`src/rtl/core/assert_macros.svh`:
```
// assertion helpers for the rtl
`ifndef ASSERT_MACROS_SVH
`define ASSERT_MACROS_SVH
`ifndef SYNTHESIS
// pre holds, so post holds on the same edge
`define ASSERT_SAME_CYCLE(label, clk, rst_n, pre, post) \
    label: assert property (@(posedge clk) disable iff (!rst_n) (pre) |-> (post)) \
        else $error("assertion failed: same-cycle implication");
// pre holds, so post holds on the following edge
`define ASSERT_NEXT_CYCLE(label, clk, rst_n, pre, post) \
    label: assert property (@(posedge clk) disable iff (!rst_n) (pre) |=> (post)) \
        else $error("assertion failed: next-cycle implication");
`else
`define ASSERT_SAME_CYCLE(label, clk, rst_n, pre, post)
`define ASSERT_NEXT_CYCLE(label, clk, rst_n, pre, post)
`endif
`endif

```
`src/rtl/core/i2cm_pkg.sv`:
```
package i2cm_pkg;

    // width of the per-phase delay counter
    localparam int DELAY_WIDTH = 16;
    localparam int CFG_WIDTH = 16;
    localparam logic [CFG_WIDTH-1:0] DELAY_RESET = 16'd500;

    // apb address: one register at byte offset 0, 32-bit data bus, low 16 bits used
    localparam int PADDR_WIDTH = 3;
    localparam int PDATA_WIDTH = 32;
    localparam logic REG_DELAY_CYCLES = 1'b0;

    localparam logic [3:0] BITS_PER_BYTE = 4'd8;

    typedef enum logic [1:0] {
        CMD_START = 2'd0,
        CMD_STOP  = 2'd1,
        CMD_WRITE = 2'd2,
        CMD_READ  = 2'd3
    } cmd_t;

    // bus phase index within a command sequence
    typedef enum logic [2:0] {
        PHASE_0 = 3'd0,
        PHASE_1 = 3'd1,
        PHASE_2 = 3'd2,
        PHASE_3 = 3'd3,
        PHASE_4 = 3'd4,
        PHASE_5 = 3'd5,
        PHASE_6 = 3'd6
    } phase_t;

    typedef struct packed {
        logic       cmd_valid;
        cmd_t       cmd;
        logic [7:0] tx_byte;
        logic       send_ack;
        logic       sda_in;
    } item_t;

    typedef struct packed {
        logic       scl_level;
        logic       sda_pull_low;
        logic       busy;
        logic       done;
        logic [7:0] rx_byte;
        logic       ack_missing;
    } res_t;

endpackage

```
`src/rtl/core/i2cm_cfg.sv`:
```
module i2cm_cfg (
    input  logic                               clk,
    input  logic                               rst_n,
    input  logic                               psel,
    input  logic                               penable,
    input  logic                               pwrite,
    input  logic [i2cm_pkg::PADDR_WIDTH-1:0]   paddr,
    input  logic [i2cm_pkg::PDATA_WIDTH-1:0]   pwdata,
    output logic [i2cm_pkg::PDATA_WIDTH-1:0]   prdata,
    output logic                               pready,
    output logic [i2cm_pkg::CFG_WIDTH-1:0]     delay_cycles
);
    import i2cm_pkg::*;

    logic [CFG_WIDTH-1:0] delay_reg;
    logic [CFG_WIDTH-1:0] delay_next;
    logic                 hit;

    // register select from the word address
    assign hit = (paddr[PADDR_WIDTH-1:2] == REG_DELAY_CYCLES);

    // write on the access cycle
    always_comb
    begin
        delay_next = delay_reg;
        if (psel && penable && pwrite && hit)
        begin
            delay_next = pwdata[CFG_WIDTH-1:0];
        end
    end

    always_ff @(posedge clk or negedge rst_n)
    begin
        if (!rst_n)
        begin
            delay_reg <= DELAY_RESET;
        end
        else
        begin
            delay_reg <= delay_next;
        end
    end

    // read back, zero-extended
    assign prdata       = hit ? PDATA_WIDTH'(delay_reg) : '0;
    assign pready       = 1'b1;
    assign delay_cycles = delay_reg;

endmodule

```
`src/rtl/core/i2cm_seq.sv`:
```
`include "assert_macros.svh"

module i2cm_seq (
    input  logic                            clk,
    input  logic                            rst_n,
    input  logic                            step,
    input  i2cm_pkg::item_t                 item,
    input  logic [i2cm_pkg::CFG_WIDTH-1:0]  delay_cycles,
    output i2cm_pkg::res_t                  res_next
);
    import i2cm_pkg::*;

    cmd_t                   cmd_reg, cmd_next;
    phase_t                 phase_reg, phase_next;
    logic [3:0]             bit_count_reg, bit_count_next;
    logic [7:0]             shift_reg, shift_next;
    logic [DELAY_WIDTH-1:0] delay_count_reg, delay_count_next;
    logic                   busy_reg, busy_next;
    logic                   nack_reg, nack_next;
    logic                   scl_reg, scl_next;
    logic                   pull_reg, pull_next;
    logic                   ack_choice_reg, ack_choice_next;
    logic [7:0]             rx_reg, rx_next;
    logic                   finish;
    logic [DELAY_WIDTH-1:0] delay_trunc;
    logic [DELAY_WIDTH-1:0] delay_load;

    // phase length, zero acts as one
    assign delay_trunc = DELAY_WIDTH'(delay_cycles);
    assign delay_load  = (delay_trunc == '0) ? DELAY_WIDTH'(1) : delay_trunc;

    // next state for one tick
    always_comb
    begin
        cmd_next         = cmd_reg;
        phase_next       = phase_reg;
        bit_count_next   = bit_count_reg;
        shift_next       = shift_reg;
        delay_count_next = delay_count_reg;
        busy_next        = busy_reg;
        nack_next        = nack_reg;
        scl_next         = scl_reg;
        pull_next        = pull_reg;
        ack_choice_next  = ack_choice_reg;
        rx_next          = rx_reg;
        finish           = 1'b0;
        if (step)
        begin
            if (busy_reg)
            begin
                if (delay_count_reg > DELAY_WIDTH'(1))
                begin
                    delay_count_next = delay_count_reg - DELAY_WIDTH'(1);
                end
                else
                begin
                    // end of phase: drive the next phase and reload the delay, or finish the command
                    delay_count_next = delay_load;
                    case (cmd_reg)
                        CMD_START:
                        begin
                            case (phase_reg)
                                PHASE_0:
                                begin
                                    pull_next  = 1'b1;
                                    phase_next = PHASE_1;
                                end
                                PHASE_1:
                                begin
                                    scl_next   = 1'b0;
                                    phase_next = PHASE_2;
                                end
                                default: finish = 1'b1;
                            endcase
                        end
                        CMD_STOP:
                        begin
                            case (phase_reg)
                                PHASE_0:
                                begin
                                    pull_next  = 1'b0;
                                    phase_next = PHASE_1;
                                end
                                default: finish = 1'b1;
                            endcase
                        end
                        CMD_WRITE:
                        begin
                            case (phase_reg)
                                PHASE_0:
                                begin
                                    scl_next   = 1'b1;
                                    phase_next = PHASE_1;
                                end
                                PHASE_1:
                                begin
                                    scl_next       = 1'b0;
                                    shift_next     = {shift_reg[6:0], 1'b0};
                                    bit_count_next = bit_count_reg + 4'd1;
                                    if (bit_count_next < BITS_PER_BYTE)
                                    begin
                                        pull_next  = ~shift_next[7];
                                        phase_next = PHASE_0;
                                    end
                                    else
                                    begin
                                        // release sda for the slave ack
                                        pull_next  = 1'b0;
                                        phase_next = PHASE_2;
                                    end
                                end
                                PHASE_2:
                                begin
                                    scl_next   = 1'b1;
                                    phase_next = PHASE_3;
                                end
                                PHASE_3:
                                begin
                                    if (!item.sda_in)
                                    begin
                                        scl_next   = 1'b0;
                                        phase_next = PHASE_4;
                                    end
                                    else
                                    begin
                                        // no ack: flag it and go into a stop
                                        nack_next  = 1'b1;
                                        pull_next  = 1'b1;
                                        scl_next   = 1'b1;
                                        phase_next = PHASE_5;
                                    end
                                end
                                PHASE_5:
                                begin
                                    pull_next  = 1'b0;
                                    phase_next = PHASE_6;
                                end
                                default: finish = 1'b1;
                            endcase
                        end
                        default:
                        begin
                            case (phase_reg)
                                PHASE_0:
                                begin
                                    // sample while scl is high
                                    shift_next = {shift_reg[6:0], item.sda_in};
                                    scl_next   = 1'b0;
                                    phase_next = PHASE_1;
                                end
                                PHASE_1:
                                begin
                                    bit_count_next = bit_count_reg + 4'd1;
                                    if (bit_count_next < BITS_PER_BYTE)
                                    begin
                                        scl_next   = 1'b1;
                                        phase_next = PHASE_0;
                                    end
                                    else
                                    begin
                                        pull_next  = ack_choice_reg;
                                        phase_next = PHASE_2;
                                    end
                                end
                                PHASE_2:
                                begin
                                    scl_next   = 1'b1;
                                    phase_next = PHASE_3;
                                end
                                PHASE_3:
                                begin
                                    scl_next   = 1'b0;
                                    phase_next = PHASE_4;
                                end
                                PHASE_4:
                                begin
                                    if (ack_choice_reg)
                                    begin
                                        pull_next  = 1'b0;
                                        phase_next = PHASE_5;
                                    end
                                    else
                                    begin
                                        rx_next = shift_reg;
                                        finish  = 1'b1;
                                    end
                                end
                                default:
                                begin
                                    rx_next = shift_reg;
                                    finish  = 1'b1;
                                end
                            endcase
                        end
                    endcase
                    if (finish)
                    begin
                        busy_next        = 1'b0;
                        phase_next       = PHASE_0;
                        delay_count_next = '0;
                    end
                end
            end
            else if (item.cmd_valid)
            begin
                // take a new command and drive its first phase
                cmd_next         = item.cmd;
                bit_count_next   = '0;
                busy_next        = 1'b1;
                phase_next       = PHASE_0;
                delay_count_next = delay_load;
                case (item.cmd)
                    CMD_START:
                    begin
                        scl_next  = 1'b1;
                        pull_next = 1'b0;
                    end
                    CMD_STOP:
                    begin
                        scl_next  = 1'b1;
                        pull_next = 1'b1;
                    end
                    CMD_WRITE:
                    begin
                        shift_next = item.tx_byte;
                        nack_next  = 1'b0;
                        pull_next  = ~item.tx_byte[7];
                    end
                    default:
                    begin
                        ack_choice_next = item.send_ack;
                        shift_next      = '0;
                        scl_next        = 1'b1;
                        pull_next       = 1'b0;
                    end
                endcase
            end
        end
    end

    // result of this tick
    always_comb
    begin
        res_next.scl_level    = scl_next;
        res_next.sda_pull_low = pull_next;
        res_next.busy         = busy_next;
        res_next.done         = finish;
        res_next.rx_byte      = rx_next;
        res_next.ack_missing  = nack_next;
    end

    always_ff @(posedge clk or negedge rst_n)
    begin
        if (!rst_n)
        begin
            cmd_reg         <= CMD_START;
            phase_reg       <= PHASE_0;
            bit_count_reg   <= '0;
            shift_reg       <= '0;
            delay_count_reg <= '0;
            busy_reg        <= 1'b0;
            nack_reg        <= 1'b0;
            scl_reg         <= 1'b1;
            pull_reg        <= 1'b0;
            ack_choice_reg  <= 1'b0;
            rx_reg          <= '0;
        end
        else
        begin
            cmd_reg         <= cmd_next;
            phase_reg       <= phase_next;
            bit_count_reg   <= bit_count_next;
            shift_reg       <= shift_next;
            delay_count_reg <= delay_count_next;
            busy_reg        <= busy_next;
            nack_reg        <= nack_next;
            scl_reg         <= scl_next;
            pull_reg        <= pull_next;
            ack_choice_reg  <= ack_choice_next;
            rx_reg          <= rx_next;
        end
    end

    // a running command always has a phase delay loaded
    `ASSERT_SAME_CYCLE(a_busy_delay, clk, rst_n, busy_reg, delay_count_reg != '0)
    // idle sits at the first phase
    `ASSERT_SAME_CYCLE(a_idle_phase, clk, rst_n, !busy_reg, phase_reg == PHASE_0)
    // a command offered while idle starts a sequence
    `ASSERT_NEXT_CYCLE(a_take_cmd, clk, rst_n, step && !busy_reg && item.cmd_valid, busy_reg)
    // completion drops busy
    `ASSERT_NEXT_CYCLE(a_done_idle, clk, rst_n, step && res_next.done, !busy_reg)

endmodule

```
`src/rtl/core/i2c_master_byte_engine.sv`:
```
// i2c master byte engine
// each item on the input channel is one tick of the bus sequencer. it carries
// an optional command (cmd_valid, cmd, tx_byte, send_ack) and the sampled sda
// level. each item yields exactly one result item: scl_level, sda_pull_low,
// busy_res, done_res, rx_byte and ack_missing.
// a command is taken only on a tick while idle; it then runs as a series of
// bus phases of delay_cycles ticks each (apb register at offset 0, reset 500).
// an accepted item sits in the input register; the sequencer update loads its
// result into the result register when that register is empty or being taken.
// throughput: one item per cycle while out_ready is high (combinational update).
// when out_ready is low the result register holds and one more item is taken
// into the input register; after that in_ready stays low until the result is
// taken.
// reset: sequencer idle (scl high, sda released, no command running, rx_byte and
// ack_missing zero), delay_cycles 500, both channels empty, result data not reset.
module i2c_master_byte_engine (
    input  logic                              clk,
    input  logic                              rst_n,
    // input item channel
    input  logic                              in_valid,
    output logic                              in_ready,
    input  logic                              cmd_valid,
    input  logic [1:0]                        cmd,
    input  logic [7:0]                        tx_byte,
    input  logic                              send_ack,
    input  logic                              sda_in,
    // result item channel
    output logic                              out_valid,
    input  logic                              out_ready,
    output logic                              scl_level,
    output logic                              sda_pull_low,
    output logic                              busy_res,
    output logic                              done_res,
    output logic [7:0]                        rx_byte,
    output logic                              ack_missing,
    // configuration port
    input  logic                              psel,
    input  logic                              penable,
    input  logic                              pwrite,
    input  logic [i2cm_pkg::PADDR_WIDTH-1:0]  paddr,
    input  logic [i2cm_pkg::PDATA_WIDTH-1:0]  pwdata,
    output logic [i2cm_pkg::PDATA_WIDTH-1:0]  prdata,
    output logic                              pready
);
    import i2cm_pkg::*;

    logic                 in_valid_reg, in_valid_next;
    item_t                item_reg, item_next;
    logic                 out_valid_reg, out_valid_next;
    res_t                 res_reg, res_next_q;
    res_t                 res_next;
    logic                 step;
    logic [CFG_WIDTH-1:0] delay_cycles;

    // the held item is processed when the result register is free
    assign step     = in_valid_reg && (!out_valid_reg || out_ready);
    assign in_ready = !in_valid_reg || step;

    // input register
    always_comb
    begin
        in_valid_next = in_valid_reg && !step;
        item_next     = item_reg;
        if (in_valid && in_ready)
        begin
            in_valid_next       = 1'b1;
            item_next.cmd_valid = cmd_valid;
            item_next.cmd       = cmd_t'(cmd);
            item_next.tx_byte   = tx_byte;
            item_next.send_ack  = send_ack;
            item_next.sda_in    = sda_in;
        end
    end

    // result register
    always_comb
    begin
        out_valid_next = out_valid_reg && !out_ready;
        res_next_q     = res_reg;
        if (step)
        begin
            out_valid_next = 1'b1;
            res_next_q     = res_next;
        end
    end

    always_ff @(posedge clk or negedge rst_n)
    begin
        if (!rst_n)
        begin
            in_valid_reg  <= 1'b0;
            out_valid_reg <= 1'b0;
        end
        else
        begin
            in_valid_reg  <= in_valid_next;
            out_valid_reg <= out_valid_next;
        end
    end

    always_ff @(posedge clk)
    begin
        item_reg <= item_next;
        res_reg  <= res_next_q;
    end

    i2cm_cfg u_cfg (
        .clk          (clk),
        .rst_n        (rst_n),
        .psel         (psel),
        .penable      (penable),
        .pwrite       (pwrite),
        .paddr        (paddr),
        .pwdata       (pwdata),
        .prdata       (prdata),
        .pready       (pready),
        .delay_cycles (delay_cycles)
    );

    i2cm_seq u_seq (
        .clk          (clk),
        .rst_n        (rst_n),
        .step         (step),
        .item         (item_reg),
        .delay_cycles (delay_cycles),
        .res_next     (res_next)
    );

    // result ports
    assign out_valid    = out_valid_reg;
    assign scl_level    = res_reg.scl_level;
    assign sda_pull_low = res_reg.sda_pull_low;
    assign busy_res     = res_reg.busy;
    assign done_res     = res_reg.done;
    assign rx_byte      = res_reg.rx_byte;
    assign ack_missing  = res_reg.ack_missing;

endmodule

```
`config.mk`:
```
export PLATFORM = sky130hd
export DESIGN_NAME = i2c_master_byte_engine
export DESIGN_NICKNAME = d
export VERILOG_FILES = /design/src/rtl/core/i2cm_pkg.sv /design/src/rtl/core/i2cm_cfg.sv /design/src/rtl/core/i2cm_seq.sv /design/src/rtl/core/i2c_master_byte_engine.sv
export VERILOG_INCLUDE_DIRS = /design/src /design/src/rtl/core
export SDC_FILE = /design/constraint.sdc
export NUM_CORES = 1
export LEC_CHECK = 0
export BUFFER_PORTS_ARGS = -buffer_cell sky130_fd_sc_hd__buf_2
export CORE_ASPECT_RATIO = 1.75
export CORE_MARGIN = 2
export CORE_UTILIZATION = 51
export DETAILED_ROUTE_END_ITERATION = 16
export PLACE_DENSITY_LB_ADDON = 0.25
export RECOVER_POWER = 50
export SYNTH_ARGS = -nofsm -noshare
export SYNTH_HDL_FRONTEND = slang
export SYNTH_SLANG_ARGS = --single-unit
```
`constraint.sdc`:
```
create_clock -name clk -period 5.2 [get_ports clk]
set_input_delay 0 -clock clk [delete_from_list [all_inputs] [get_ports clk]]
set_output_delay 0 -clock clk [all_outputs]
set_load 0.05 [all_outputs]
```
# Yosys cells after proc, flatten, opt, wreduce, memory -nomap -nowiden
# Cells that the tools add are included.
[op_classes] add_sub_neg=2 magnitude_cmp=2 eq_ne=20 mux=85 bitwise_logic=5 reduce_logical=34
[op_table] operator="16-bit 2-to-1 mux" n=6
[op_table] operator="8-bit 2-to-1 mux" n=10
[op_table] operator="8-bit case mux with 2 select lines" n=3
[op_table] operator="1-bit 2-to-1 mux" n=41
[op_table] operator="3-bit case mux with 5 select lines" n=2
[op_table] operator="4-bit 2-to-1 mux" n=5
[op_table] operator="3-bit 2-to-1 mux" n=6
[op_table] operator="1-bit case mux with 3 select lines" n=6
[op_table] operator="16-bit by 1-bit greater-than comparator with 1-bit output (second input constant)" n=1
[op_table] operator="16-bit logical NOT" n=1
[op_table] operator="8-bit inequality test (second input constant)" n=2
[op_table] operator="16-bit by 1-bit subtractor with 16-bit output (second input constant)" n=1
[op_table] operator="2-bit OR reduction" n=6
[op_table] operator="3-bit case mux with 3 select lines" n=1
[op_table] operator="8-bit AND reduction" n=1
[op_table] operator="1-bit logical AND" n=7
[op_table] operator="7-bit inequality test (second input constant)" n=1
[op_table] operator="7-bit AND reduction" n=1
[op_table] operator="3-bit by 2-bit equality test with 1-bit output (second input constant)" n=2
[op_table] operator="3-bit equality test (second input constant)" n=2
[op_table] operator="2-bit inequality test (second input constant)" n=3
[op_table] operator="3-bit inequality test (second input constant)" n=2
[op_table] operator="1-bit case mux with 2 select lines" n=3
[op_table] operator="3-bit case mux with 2 select lines" n=1
[op_table] operator="other kinds (22)" n=34
[word_totals] regBits=90 inputBits=55 output_inout_bits=48 elab_cells=173

# Depth between registers and ports, before layout
# Gate-level depths: netlist of run 1.
[logic_depth] depth_word=11 depth_mapped=9 depth_no_buf=8

# Modules after synthesis
# Synthesis of run 1 repeated with hierarchy kept, for this count alone.
[hier_totals] cells_unflattened=420 area_unflattened_um2=4822.1
[by_module_without_submodules] mod="i2cm_seq" instances=1 cells_each=316 area_per_inst_um2=3030.4 seq_area_each_um2=1152.4
[by_module_without_submodules] mod="i2cm_cfg" instances=1 cells_each=70 area_per_inst_um2=907.1 seq_area_each_um2=407.9
[by_module_without_submodules] mod="i2c_master_byte_engine" instances=1 cells_each=34 area_per_inst_um2=884.6 seq_area_each_um2=830.8

# Least setup slack after synthesis of run 1
# No wires, ideal clock.
[synth_path] path_type="flip-flop to flip-flop" start="reg out_valid_reg, in the netlist out_valid" end="reg u_seq.phase_reg[1]" setup_ns=0.095 arrival_ns=2.522 t_required_ns=5.105 slack_ns=2.583 stages_incl_launch_ff=7 n_path_buf=1 period_less_slack_ns=2.617 path_cell_list="dfrtp_1 > nand2b_1 > and2_1 > clkbuf_1 > o21ai_1 > or4_4 > o31ai_1"
[synth_between] elab_chain_len=4
[synth_rtl] item="start: declaration" line_no="i2c_master_byte_engine.sv:49" rtl="logic out_valid_reg, out_valid_next;"
[synth_rtl] item="start signal: assignment" line_no="i2c_master_byte_engine.sv:97" rtl="out_valid_reg <= out_valid_next;"
[synth_rtl] item="1-bit logical NOT" line_no="i2c_master_byte_engine.sv:56" rtl="assign step = in_valid_reg && (!out_valid_reg || out_ready);"
[synth_rtl] item="1-bit logical OR" line_no="i2c_master_byte_engine.sv:56"
[synth_rtl] item="1-bit logical AND" line_no="i2c_master_byte_engine.sv:56"
[synth_rtl] item="net step" line_no="i2c_master_byte_engine.sv:52" rtl="logic step;"
[synth_rtl] item="8-bit AND reduction (no line)"
[synth_rtl] item="end signal: assignment" line_no="i2cm_seq.sv:271" rtl="phase_reg <= phase_next;"
[synth_rtl] item="end: declaration" line_no="i2cm_seq.sv:14" rtl="phase_t phase_reg, phase_next;"
# The timed path passes the listed nets, and every way through them passes these cells.
# A chain may end at the register's enable or synchronous reset.

==> flow_results.org, run 1 <==
** Die
- For this configuration, the core starts out at a cell density of 0.529.
- Die Height :: 130 um
- Number of rows in the core area :: 45
- After floorplanning, the core was sized to cover 8730 um^2.
- Measured along the x axis, the die boundary spans 75.9 um.
- 103 I/O pins were placed.
- The die covers 9850 um^2.

** Route
- After detailed routing, the average wire length per cell comes to 17.0 um.
- Iter 0 DRT Violations :: 301
- Detail Route Antenna Nets :: 0
- Total via count after detailed routing :: 3754
- Summed over all layers, the routed wires come to 11000 um.
- In the routed design, unresolved DRC markers number 0.
- Pre-Repair DR Iteration Count :: 5
- Per-cell via count in the routed design :: 5.77

** Timing
- The count of endpoints failing hold in the final timing report was 0.
- Counting I/O delays and the setup requirement, the final critical path takes 3.37 ns.
- Final slew viol count :: 65
- Clk_skew :: 0.00608 ns
- Dividing the final minimum period by the clock period gives 0.649.
- Sum of negative setup slack :: 0 ns
- Final setup violating endpoints :: 0
- Final hold analysis gives a worst-case slack of 0.376 ns.
- Setup repair after global routing left no endpoint under its margin.
- The worst path meets setup with 1.83 ns of slack.
- For the pin with the worst max-slew slack, the measured transition is 3.41 ns.
- Static timing analysis puts the maximum clock frequency at 0.296 GHz.
- Measured against its own limit, the worst slew margin works out to -1.27.

** Cells and area
- The multi-input combinational cells in the finished layout cover a total of 2020 um^2.
- Number of diodes :: 0
- Share of final-layout standard cells stronger than drive strength 1 :: 0.185
- Number of standard cells in the final layout excluding fillers :: 651
- The library cell used most frequently in the layout, excluding fill and tap cells, is dfrtp_1.
- Most used cells in the layout excluding fill and tap cells :: 57 x dfrtp_1, 40 x o21ai_0, 36 x buf_2
- The final layout contains 591 nets.
- Area occupied by registers :: 2390 um^2
- Summing all non-filler instances in the final layout gives an area of 5540 um^2.
- Fill cell instance count of the final layout :: 724
- Area growth from synthesis to final layout :: 20.1%
- At the end of the flow the core is filled with cells to 0.635.

** Global routing
- GRT Resource Usage Total :: 0.233
- Final global-route overflow total :: 0
- The initial antenna violation count was 0.
- The first global-routing pass estimated 18100 um of wire.
- Pin count of the biggest net entering global routing :: 65
- Vias in the first global route :: 3775

** Setup path
- Worst stage delay on the critical path :: 2.38 ns
- Arrival time at the worst endpoint :: 3.06 ns
- Among cell families on the critical path, the largest total delay comes from buffers and inverters.
- Of all nets on the critical path, the largest fanout is 64.
- Req. time, crit path :: 4.89 ns
- The slowest stage of the critical path belongs to the cell clkbuf_1.
- Number of cells on the worst reg-to-reg path :: 5
- Critical path buffers and inverters :: 3
- STA classifies the critical path endpoint as an async pin.
- The worst setup path is of the input port to async pin kind.
- The worst register-to-register path begins at out_valid.
- RR Endpoint :: rx_byte[0]
- Register-to-register setup slack :: 2.31 ns
- Cell-by-cell listing of the critical path :: dlygate4sd3_1, buf_2, clkbuf_1
- The worst setup path is launched from an input port.

** Clock network
- Clock tree from TritonCTS :: built
- CTS saw 90 sinks.
- Number of H-tree levels :: 3
- The clock reaches the later pin of the worst-skew pair after 0.35 ns.
- After clock tree synthesis, the clock-pin slew on the worst setup and hold paths is 0.06 ns.
- Clk buf depth :: 2
- Gates resized during post-CTS repair numbered 0.
- Clock root buffer :: clkbuf_16
- Clock buffers created by TritonCTS :: 9

** Min path
- The path with the worst hold slack has its endpoint at item_reg[7].
- The min-delay analysis places its worst path in the category input port to flop.
- Along the worst hold path, the cell count comes to 2.
- In this run the most critical hold path is launched from tx_byte[5].

** Pwr
- In this run the static leakage power is 2.27 nW.
- Summed over all nets, the switching power comes to 1.05 mW.
- The share of total power dissipated in combinational logic is 0.326.
- Across the VDD grid, the largest voltage drop is 298 uV.
- Cell internal power was estimated by the tool at 1.62 mW.
- The share of total power dissipated in the clock network is 0.250.
- Switching share of total power :: 0.394
- Dividing total power by cell area gives a power density of 482 nW/um^2.
- Sum of internal, switching and leakage power :: 2.67 mW
- The share of total power dissipated in sequential elements is 0.424.

** Yosys
- Mapped Area :: 4610 um^2
- Mean instance size in the synthesized netlist :: 10.5 um^2
- Synthesis warning total :: 0
- Synth top area cells :: dfrtp_1 31%, edfxtp_1 17%, mux2_2 6.3%, o21ai_0 4.3%, dfstp_2 4.0%
- The share of the Yosys chip area taken by registers is 0.518.
- Number of enable flip-flop cells after synthesis :: 26
- Most used flip-flop cell after synthesis :: dfrtp_1
- The share of synthesized area in the top cell type comes to 0.309.
- Post-Syn Instances :: 439
- After synthesis, the share of flip-flops with an asynchronous set or reset is 0.711.
- Netlist cell types :: 63
- Cell taking the most area after synthesis :: dfrtp_1
- Register bit total from synthesis :: 90

** Placement
- In this run the cell area measured after placement is 4950 um^2.
- The count of buffers added on input and output ports is 67.
- OpenSTA, run right after detailed placement, puts the worst setup slack at 2.28 ns.
- Counting tap cells, the placed design contains a total of 602 instances.
- At the end of routability-driven placement, the weighted congestion stood at 0.893.
- Placed wire-length estimate :: 7320 um

** Status
- Failing checks :: capacitance limit, slew limit
- Outcome :: finished with violations

** Run
- Max-cap violations in this run came to 1.
==> timing repair <==
| item | in CTS | in global routing |
|---|---|---|
| hold endpoints to repair | 88 | 0 |
| hold buffers | 33 | 0 |
| endpoints found under the setup margin | 0 | 0 |
| buffers inserted | 0 | 0 |
==> kinds of logic (layout without fill, tap and decap cells) <==
family                     Yosys count  after routing  share of synthesized area
AOI/OAI and AO/OA                  120            120                      0.158
xor gates and xnor gates             4              4                    0.00759
adders and majority gates            7              7                     0.0190
buffers and inverters               48            128                     0.0564
DFF                                 90             90                      0.518
muxes                               26             26                     0.0634
other                                2             17                    0.00163
and+or+nand+nor                    142            142                      0.176
==> worst reg2reg max path: stages (launching register included) <==
cell,delay [ns]
dfrtp_1,0.40
nand2b_1,0.11
and2_1,0.74
o21a_1,0.56
nand4_2,0.40
mux2_2,0.44
==> worst max path at each step <==
stage | from | to | slack [ns] | cells after the start
3_5_place_dp | out_valid | rx_byte[1] | 2.28 | 5
5_1_grt | rst_n | u_seq.bit_count_reg[0] | 1.10 | 3
2_1_floorplan | out_valid | u_seq.phase_reg[1] | 2.58 | 6
6_report | rst_n | u_seq.bit_count_reg[0] | 1.83 | 3
4_1_cts | out_valid | rx_byte[0] | 2.28 | 5
3_3_place_gp | out_valid | rx_byte[3] | 2.32 | 5
==> area by class of cell <==
class | count | area share
well taps | 117 | 0.0264
clock buffers | 10 | 0.0413
clock inverters | 6 | 0.0135
flip-flops and latches | 90 | 0.431
multi-input cells | 316 | 0.364
inverters | 9 | 0.00610
repair buffers | 103 | 0.117
==> Yosys cell counts, drive strengths merged, types with 3 or more instances <==
master,number
a41oi,4
a22oi,9
nor3,21
nor2,23
ha,7
clkbuf,15
a21o,3
nand4,3
nor4,11
dfstp,7
dfrtp,57
mux2,26
a31oi,7
edfxtp,26
nand2b,8
a21oi,34
inv,9
nor2b,19
nand3,8
and2,6
buf,24
nand2,29
o21ai,41
and3,3
==> power by group through the flow <==
stage	clock network, mW	registers (mW)	logic (mW)
2_1_floorplan	0	1.08	0.695
3_3_place_gp	0	1.13	0.829
3_5_place_dp	0	1.14	0.850
4_1_cts	0.673	1.13	0.874
5_1_grt	0.700	1.16	0.956
6_report	0.669	1.13	0.870
==> metal layers <==
layer | part of all wire | wire (um) | GRT usage
met3 | 0.043 | 476 | 0.0491
met5 | 0 | 0 | 0
met4 | 0.027 | 301 | 0.119
met1 | 0.36 | 4010 | 0.236
met2 | 0.57 | 6250 | 0.450
Note: power is estimated with default switching activity, not from simulation.
==> run 2, diff against run 1 <==
==> constraint.sdc (replaced) <==
create_clock -name clk -period 3.4 [get_ports clk]
set_input_delay 0 -clock clk [delete_from_list [all_inputs] [get_ports clk]]
set_output_delay 0 -clock clk [all_outputs]
set_load 0.05 [all_outputs]
==> run 2 against run 1 <==
Net effect:
- the run still ends with capacitance limit, slew limit left
- non-clock buffer count increased by 7
- critical path depth grew 5
- hold slack about the same
- design area is 0.29% higher
- via count down 0.77%
- global-route usage down 0.83 points
- power grew 51%
- count of clock-buffer cells in the layout down 1
- final cell count grew 1.1%
- critical path type is now flop to flop
==> flow_results.org, run 2 (synthesis results as in run 1) <==
** Status
- The run finished, with violations left.
- Failing checks :: capacitance limit, slew limit

** Route
- Residual DRC :: 0
- Routed wire length per instance :: 16.4 um
- Total via count after detailed routing :: 3725
- Pre-Repair DR Iteration Count :: 5
- Iter 0 DRT Violations :: 313
- Per-cell via count in the routed design :: 5.66
- Total detailed-routing wirelength :: 10800 um
- The detail route stage leaves a number of antenna-violating nets equal to 0.

** Setup path
- The worst register-to-register path ends at u_seq.delay_count_reg[9].
- For this run, the slowest stage of the critical path takes 0.42 ns.
- The worst setup path is captured at a flop.
- Number of cells on the worst reg-to-reg path :: 8
- Across all register-to-register paths, the minimum setup slack is 0.73 ns.
- STA puts the critical path data arrival time at 2.87 ns.
- Critical-path maximum fanout :: 13
- In this run the critical register-to-register path is launched from u_seq.delay_count_reg[0].
- The critical path is of the flop to flop type.
- Cell-by-cell listing of the critical path :: inv_1, ha_1, nor2_1, nand3b_2, nor3_2, and3_1, nand2b_1, o21ai_0
- Standard cell with the maximum stage delay on the critical path :: nor3_2
- Delay-heaviest family, CP :: simple AND/OR/NAND/NOR gates
- Req. time, crit path :: 3.60 ns
- Counting both buffers and inverters, the worst setup path holds a total of 1.
- Startpoint class of the critical path :: flop

** Clock network
- The longest clock path from root to sink contains 2 buffers.
- Post CTS Setup Buffer Count :: 0
- Clock tree from TritonCTS :: built
- Clock buffers created by TritonCTS :: 9
- Clock latency on the worst-skew pair, taken at its later pin, is 0.35 ns.
- Clock slew at the register clock pins of the worst setup and hold paths :: 0.06 ns
- Sink count of the clock tree :: 90
- Clock tree synthesis selected as its root buffer the cell clkbuf_16.
- Number of H-tree levels :: 3

** Placement
- Last weighted congestion value of the routability-driven placer :: 0.901
- During placement, the flow inserted port buffers numbering 67.
- DP Area :: 5000 um^2
- Cell total after placement :: 609
- Prior to clock tree synthesis, the placed netlist has a worst setup slack of 0.731 ns.
- Summed over all nets, the half-perimeter wirelength after detailed placement is 7510 um.

** Die
- The floorplan has 45 rows.
- In this run the vertical extent of the chip is 130 um.
- Measured along the x axis, the die boundary spans 75.9 um.
- For this configuration, the core starts out at a cell density of 0.529.
- The core region is 8730 um^2.
- # IOs :: 103
- The die covers 9850 um^2.

** Timing
- Setup repair after global routing missed its margin :: false
- At the pin with the least slew margin, the transition time is 2.29 ns.
- Post-route minimum period :: 2.67 ns
- Portion of the clock cycle consumed by the worst path in the final layout :: 0.786
- The max-slew violation total from the final report was 43.
- Headroom to the max-slew limit came out at -0.528.
- Final setup margin :: 0.726 ns
- Final setup violating endpoints :: 0
- Clock skew on the completed layout was measured at 0.00508 ns.
- Sum of negative setup slack :: 0 ns
- Across all hold checks on the routed design, the worst slack comes to 0.376 ns.
- Based on the critical path, the design can be clocked at up to 0.374 GHz.
- The count of endpoints failing hold in the final timing report came to 0.

** Cells and area
- Of the cells placed in the final design, the portion with a size suffix greater than 1 is 0.185.
- Number of diodes :: 0
- The final layout contains 598 nets.
- Leaving out fill and tap cells, the most frequent cell in the layout is dfrtp_1.
- The finished layout holds 658 standard cells, fillers aside.
- Area growth from synthesis to final layout :: 20.4%
- Fraction of the core area covered by cells at the end of the flow :: 0.637
- Most used cells in the layout excluding fill and tap cells :: 57 x dfrtp_1, 40 x o21ai_0, 37 x clkbuf_1
- Fill cell instance count of the final layout :: 736
- The finished cells cover 5560 um^2.

** Pwr
- P per Cell Area :: 725 nW/um^2
- The worst-case IR drop observed on VDD is 467 uV.
- Sum of internal, switching and leakage power :: 4.03 mW
- Total leakage power :: 2.27 nW

** Run
- Max-cap violations :: 1

** Global routing
- For this run the aggregate overflow at the end of global routing stands at 0.
- Initial antenna violation count :: 0
- First-pass GRT wire length :: 17300 um
- Entering global routing, the biggest net connects 43 pins.
- Across every metal layer, demand over resource in global routing totals 0.225.
- The number of global-route vias before repair is 3630.

** Min path
- The path class of the tightest hold or removal check is input port to flop.
- The worst hold path was traced through 2 stages.
- Worst Hold Endpoint :: item_reg[7]
- The worst hold path begins at tx_byte[5].
[run 2: cell count changes in the layout (fill, tap and decap cells not counted), sizes merged]
cell / delta
clkbuf: +5
buf: +1
bufinv: -1
clkinvlp: +1
inv: +1
[run 2: area by class of cell]
| class | count | area, um^2 | share of cell area |
|---|---|---|---|
| Timing Repair Buffer | 110 | 692 | 0.124 |
| Clock buffer | 9 | 225 | 0.0405 |
| Tap cell | 117 | 146 | 0.0263 |
| Clock inverter | 7 | 50.0 | 0.00900 |
| Multi-Input combinational cell | 316 | 2020 | 0.363 |
| Sequential cell | 90 | 2390 | 0.430 |
| Inverter | 9 | 33.8 | 0.00608 |
[run 2: layer usage]
layer,vias up,track usage,share of wire
li1,1774,-,-
met1,1773,0.224,0.36
met2,148,0.442,0.56
met3,30,0.0367,0.043
met4,0,0.122,0.029
met5,-,0,0
[run 2: worst max path at each step]
stage	start	cells past startpoint	endpoint
floorplan	out_valid	6	u_seq.phase_reg[1]
global placement	u_seq.delay_count_reg[0]	8	u_seq.delay_count_reg[2]
detailed placement	u_seq.delay_count_reg[0]	8	u_seq.delay_count_reg[7]
CTS	u_seq.delay_count_reg[0]	8	u_seq.delay_count_reg[2]
global route	rst_n	3	u_seq.bit_count_reg[0]
finish	u_seq.delay_count_reg[0]	8	u_seq.delay_count_reg[9]
[run 2: worst reg2reg max path, stage by stage, from the launching register on]
cell and delay [ns]:
dfrtp_1 0.41, inv_1 0.12, ha_1 0.31, nor2_1 0.13, nand3b_2 0.23, nor3_2 0.42, and3_1 0.30, nand2b_1 0.41
o21ai_0 0.18
[run 2: repair_timing]
action                    4_1_cts  5_1_grt
resized for setup               0        0
hold buffers                   33        0
hold endpoints to repair       68        0
[run 2: power by group]
part | internal, mW | leakage (nW) | total, mW | switching, mW
Sequential | 1.38 | 1.02 | 1.73 | 0.345
Combinational | 0.539 | 1.12 | 1.38 | 0.838
Clock | 0.499 | 0.130 | 0.923 | 0.425
Total | 2.42 | 2.27 | 4.03 | 1.61
